**src/hdl/spq_pkg.sv**
```systemverilog
// Shared sizes, codes and control types for the sorted insert priority queue.
`default_nettype none

package spq_pkg;

   // Queue geometry and field widths.
   localparam int QUEUE_DEPTH  = 256;
   localparam int KEY_BITS     = 24;
   localparam int PAYLOAD_BITS = 9;
   localparam int COUNT_BITS   = $clog2(QUEUE_DEPTH + 1);
   localparam int STATUS_BITS  = 2;

   // Request kinds.
   typedef enum logic {
      KIND_INSERT = 1'b0,
      KIND_REMOVE = 1'b1
   } kind_type;

   // Response status codes.
   typedef enum logic [STATUS_BITS-1:0] {
      STATUS_OK    = 2'd0,
      STATUS_FULL  = 2'd1,
      STATUS_EMPTY = 2'd2
   } status_type;

   // Operation broadcast from the control logic to every cell.
   typedef struct packed {
      logic                    ins;
      logic                    rem;
      logic [KEY_BITS-1:0]     key;
      logic [PAYLOAD_BITS-1:0] payload;
   } cell_ctrl_type;

endpackage

`default_nettype wire

```
**src/hdl/spq_cell.sv**
```systemverilog
// One storage cell of the queue: holds one entry and trades it with its neighbors.
`default_nettype none

module spq_cell
   import spq_pkg::*;
(
   input  wire logic                    clock,
   input  wire cell_ctrl_type           ctrl,
   input  wire logic                    occupied,
   input  wire logic                    left_gt,
   input  wire logic [KEY_BITS-1:0]     left_key,
   input  wire logic [PAYLOAD_BITS-1:0] left_payload,
   input  wire logic [KEY_BITS-1:0]     right_key,
   input  wire logic [PAYLOAD_BITS-1:0] right_payload,
   output logic                         gt,
   output logic [KEY_BITS-1:0]          key,
   output logic [PAYLOAD_BITS-1:0]      payload
);

   logic [KEY_BITS-1:0]     key_ff;
   logic [KEY_BITS-1:0]     key_in;
   logic [PAYLOAD_BITS-1:0] payload_ff;
   logic [PAYLOAD_BITS-1:0] payload_in;

   // An empty cell or one with a strictly larger key lies after the new entry.
   assign gt = !occupied || (key_ff > ctrl.key);

   // Insert: shift right behind the insertion point, take the new entry at it.
   // Remove: every cell takes its right neighbor's entry.
   always_comb begin
      key_in     = key_ff;
      payload_in = payload_ff;
      if (ctrl.ins) begin
         if (gt && left_gt) begin
            key_in     = left_key;
            payload_in = left_payload;
         end else if (gt) begin
            key_in     = ctrl.key;
            payload_in = ctrl.payload;
         end
      end else if (ctrl.rem) begin
         key_in     = right_key;
         payload_in = right_payload;
      end
   end

   // Entry storage.
   always_ff @(posedge clock) begin
      key_ff     <= key_in;
      payload_ff <= payload_in;
   end

   assign key     = key_ff;
   assign payload = payload_ff;

endmodule

`default_nettype wire

```
**config.mk**
```make
export PLATFORM = sky130hd
export DESIGN_NAME = spq_cell
export DESIGN_NICKNAME = d
export VERILOG_FILES = /design/src/hdl/spq_pkg.sv /design/src/hdl/spq_cell.sv
export SDC_FILE = /design/constraint.sdc
export NUM_CORES = 1
export LEC_CHECK = 0
export ABC_AREA = 1
export BUFFER_PORTS_ARGS = -buffer_cell sky130_fd_sc_hd__buf_2
export CELL_PAD_IN_SITES_DETAIL_PLACEMENT = 0
export CELL_PAD_IN_SITES_GLOBAL_PLACEMENT = 1
export CORE_MARGIN = 2
export CORE_UTILIZATION = 33
export CTS_CLUSTER_SIZE = 30
export DETAILED_ROUTE_END_ITERATION = 7
export PLACE_DENSITY = 0.95
export SETUP_SLACK_MARGIN = 0.4
export SYNTH_ARGS = -nofsm -noshare
export SYNTH_HDL_FRONTEND = slang
export SYNTH_SLANG_ARGS = --single-unit
```
**constraint.sdc**
```tcl
create_clock -name clock -period 10.3 [get_ports clock]
set_input_delay 0 -clock clock [delete_from_list [all_inputs] [get_ports clock]]
set_output_delay 0 -clock clock [all_outputs]
set_load 0.03 [all_outputs]
```
== After elaboration in Yosys (flattened, before gate mapping) ==
Index checks and enable logic that the tools add are counted.
Storage, ports and cells
  register bits: 33
  bits in latches: 0
  bits in writable memories: 0
  memory bits (read-only): 0
  bits of input ports: 104
  output and inout bits: 34
  logic and storage cells: 17
  memories: 0
Cells by class
  add/subtract/negate cells: 0
  $mul: 0
  div/mod/pow operators: 0
  $lt $le $gt $ge: 1
  eq/ne operators: 1
  shifts and indexed selects: 0
  muxes and demuxes: 8
  bitwise operators: 0
  reduce and logical (&&, ||, !) cells: 5
Operators by type and width (number)
  two-way mux 24 bit: 4
  two-way mux 9 bit: 4
  > comparator 24 bit: 1
  inequality test 3 x 1 -> 1 bit, second input constant: 1
  AND reduction 2 bit: 1
  nonzero test 2 bit: 1
  logical AND 1 bit: 1
  logical NOT 1 bit: 1
  logical OR 1 bit: 1

== Depth between registers and ports, before layout ==
  depth after elaboration: 5
  mapped depth: 18
  gate-level depth less buffers: 17

== Worst setup path before layout ==
OpenSTA, ideal clock, no wires.
  path kind: flip-flop to flip-flop
  from: register key_ff[15], in the netlist key[15]
  to: register key_ff[0], in the netlist key[0], enable pin
  library setup time: 0.443 ns
  data arrival time: 3.124 ns
  required time: 9.857 ns
  setup slack: 6.732 ns
  stages on the path, launching flop included: 10
  path buffers: 0
  clock period less this slack: 3.568 ns
  cell sequence: edfxtp_1 ha_1 nand2_1 nor2_1 nand4_1 nor2_2 nand2_1 nand3_1 nand2_2 a31oi_1
Between the ends
  cells in the longest elaborated chain, start to end: 5
Ends and longest elaborated chain
  start: declaration: RTL line spq_cell.sv:20  | logic [KEY_BITS-1:0] key_ff;
  start signal: assignment: RTL line spq_cell.sv:49  | key_ff <= key_in;
  > comparator 24 bit (*): RTL line spq_cell.sv:26  | assign gt = !occupied || (key_ff > ctrl.key);
  logical OR 1 bit (*): RTL line spq_cell.sv:26
  logical AND 1 bit: RTL line spq_cell.sv:34  | if (gt && left_gt) begin
  inequality test 3 x 1 -> 1 bit (no line) (*)
  AND reduction 2 bit (no line) (*)
Mark *: on every way between the ends. The rest lies on a longest branch, timed or not.
A chain may end at the register's enable or synchronous reset.

== Final worst setup path ==
  from: register key_ff[15], in the netlist key[15]
  to: register key_ff[6], in the netlist key[6], enable pin
Same word-level chain as after synthesis.

==> results.md <==
- Slew headroom: 25.0%
- First-pass GRT wire length: roughly 12000 um
- Routability congestion estimate from global placement: 0.783
- Drt first pass iters: 4
- Clk buf depth: 2
- Tmin final: 2.71 ns
- Max cap viols: 0
- Root Buffer: clkbuf_8
- Worst Path Required: 10.19 ns
- Post-synthesis adder-cell area fraction: 11.3%
- Dpl cells: roughly 600
- HPWL after DPL: around 5600 um
- Worst hold endpoint: payload[2]$_DFFE_PP_
- Warnings, synthesis: 0
- Antenna diodes: 0
- Num CTS Buffers: 5
- DR WL/cell: 12.4 um
- Die width: 93.6 um
- Final hold slack: 0.00901 ns
- Setup bufs post-CTS: 0
- Layout cell share with drive strength beyond 1: about 28%
- Post-Synth XOR/XNOR Area: 0%
- Worst hold path class: in2reg
- Core area: 7770 sq um
- RR Endpoint: key[6]$_DFFE_PP_
- F_max: 369 MHz
- Setup Skew: a little under 0.006 ns
- DRC Markers: 0
- Clk slew on worst S/H paths: 0.07 ns
- Worst path arrival time: 2.60 ns
- Crit Path Category: reg2reg
- Synth Cell Area: 2650 sq um
- Synth cell types: 18
- Hold Path Stages: 3
- RSZ-0062 raised after global routing: no
- Reg2reg path depth: 9
- Crit share post-route: 26.3%
- Main combinational cell family by area after synthesis: simple AND/OR/NAND/NOR gates
- Setup TNS: 0 ns
- Io pins: approximately 140
- Hold buffers post-CTS: 25
- Final setup viols: 0
- Post_cts resized: 0
- CTS Sinks: 33
- Vias: 2865
- Simple-gate share of the synthesized area: 34.1%
- Initial Util: 34.1%
- Site Rows: 32
- Pin count of the biggest net entering global routing: 37
- Antenna violations before repair: 0
- Syn avg cell area: 7.09 sq um
- Overflow after GRT: 0
- Crit. End Element: flop
- Synth Area in Compound Gates: 2.50%
- Die Y: 93.6 um
- Worst setup SP type: flop
- Mapped Cells: 374
- Clk_lat worst skew: 0.28 ns
- Number of DRC markers in iteration 0: 91
- Post-route ant nets: 0
- Max Slew Vio Count: 0
- Tot GR Track Use: 18.0%
- Peak VDD IR: 52.6 uV
- Area growth, synth to finish: 40.0%
- Number of global-route vias before repair: 2779
- Yosys reg bits: 33
- Power Density: 119 nW/um^2
- Routed WL: 7780 um
- Core Util, Final: 47.8%
- Crit Path Max Fanout: 33
- Slew at the pin closest to its max-slew limit: 1.13 ns
- Layout Cells excl Fill: 629
- CTS H-Tree Depth: 2
- Final hold vios: 0
- Die Area: 8760 sq um
- Status: completed
- Seq/Total Area, Yosys: 37.4%
- R2R Setup Slk: 7.59 ns
- Post-synthesis mux area share: 0%
- # port buffers: roughly 140
- Worst Hold Launch: right_payload[2]
- TritonCTS clock tree: yes
- Nets@finish: 655
- LEAKAGE: approximately 2.2 nW
- DR vias/cell: approximately 4.6
- Synth Net Count: 502
- Reg2reg start: key[15]$_DFFE_PP_
-- metal layers --
| metal | track usage (%) | routed length [um] |
|---|---|---|
| met1 | 21.0 | 3320 |
| met2 | 33.1 | 3770 |
| met3 | 5.00 | 636 |
| met4 | 3.50 | 51 |
| met5 | 0 | 0 |
-- flip-flops by register name (all words and copies together) (netlist names) --
| register | cells |
|---|---|
| key | 24 |
| payload | 9 |
-- Yosys cell counts (all sizes together) --
cell type  instances  area, sq um
edfxtp            33          991
clkbuf             7         26.3
ha                24          300
a31oi              1         6.26
inv               76          285
a21oi              8         40.0
buf               10         76.3
nand3             69          345
nand2            132          513
nand4              1         6.26
o21ai              1         5.00
a21o               2         15.0
nor2              10         40.0
-- critical path, stage by stage (launching register included) --
cell and delay (ns):
edfxtp_1 0.41, ha_1 0.32, nand2_1 0.08, nor2_1 0.16, nand4_1 0.12, nor2_2 0.12
nand2_1 0.06, nand3_1 0.08, nand2_2 0.09, a31oi_4 0.88
-- where the power goes --
group / internal, mW / switching, mW / leakage (nW)
clock network: 0.0456 / 0.0461 / 0.0387
logic: 0.0616 / 0.109 / 1.80
registers: 0.170 / 0.00720 / 0.334
total: 0.278 / 0.163 / 2.17
-- cell usage in the layout (no fill, tap or decap) --
cell / count
nand2_2: 1
nand2_4: 2
o21ai_0: 1
nand3_1: 69
buf_4: 1
nand4_1: 1
buf_2: 137
clkbuf_1: 1
a31oi_4: 1
nand2_1: 129
inv_1: 76
ha_1: 24
clkinv_1: 1
clkbuf_8: 5
nor2_1: 9
a21oi_1: 8
dlygate4sd3_1: 25
nor2_2: 1
edfxtp_1: 33
a21o_1: 2
-- final cells by class --
class | instances | area, sq um
well taps | 102 | 128
clock buffers | 6 | 72.6
fillers | 807 | 4060
repair buffers | 163 | 943
inverters | 76 | 285
clock inverters | 1 | 3.75
multi-input cells | 248 | 1290
flip-flops and latches | 33 | 991
-- how the worst max path moves through the flow --
stage	endpoint	cells past startpoint	startpoint	slack, ns
floorplan	key[0]$_DFFE_PP_	9	key[15]$_DFFE_PP_	6.73
global placement	payload[5]$_DFFE_PP_	9	key[23]$_DFFE_PP_	7.71
detailed placement	payload[5]$_DFFE_PP_	9	key[15]$_DFFE_PP_	7.58
CTS	key[6]$_DFFE_PP_	9	key[15]$_DFFE_PP_	7.56
global route	key[3]$_DFFE_PP_	9	key[15]$_DFFE_PP_	7.34
finish	key[6]$_DFFE_PP_	9	key[15]$_DFFE_PP_	7.59
-- metrics by stage --
stage | power (mW) | instance area, sq um | setup WS (ns)
after floorplan | 0.292 | 2650 | 6.73
after global placement | 0.341 | 3380 | 7.71
after detailed placement | 0.346 | 3380 | 7.58
after CTS | 0.445 | 3710 | 7.56
after global routing | 0.471 | 3710 | 7.34
final | 0.440 | 3710 | 7.59
-- kinds of logic (layout without fill, tap and decap cells) --
kind of cell	count (synthesis)	count (layout)
flops	33	33
simple gates	212	212
fa+ha+maj	24	24
compound gates	12	12
buf+inv	93	246
Power figures use the tool's default switching activity.
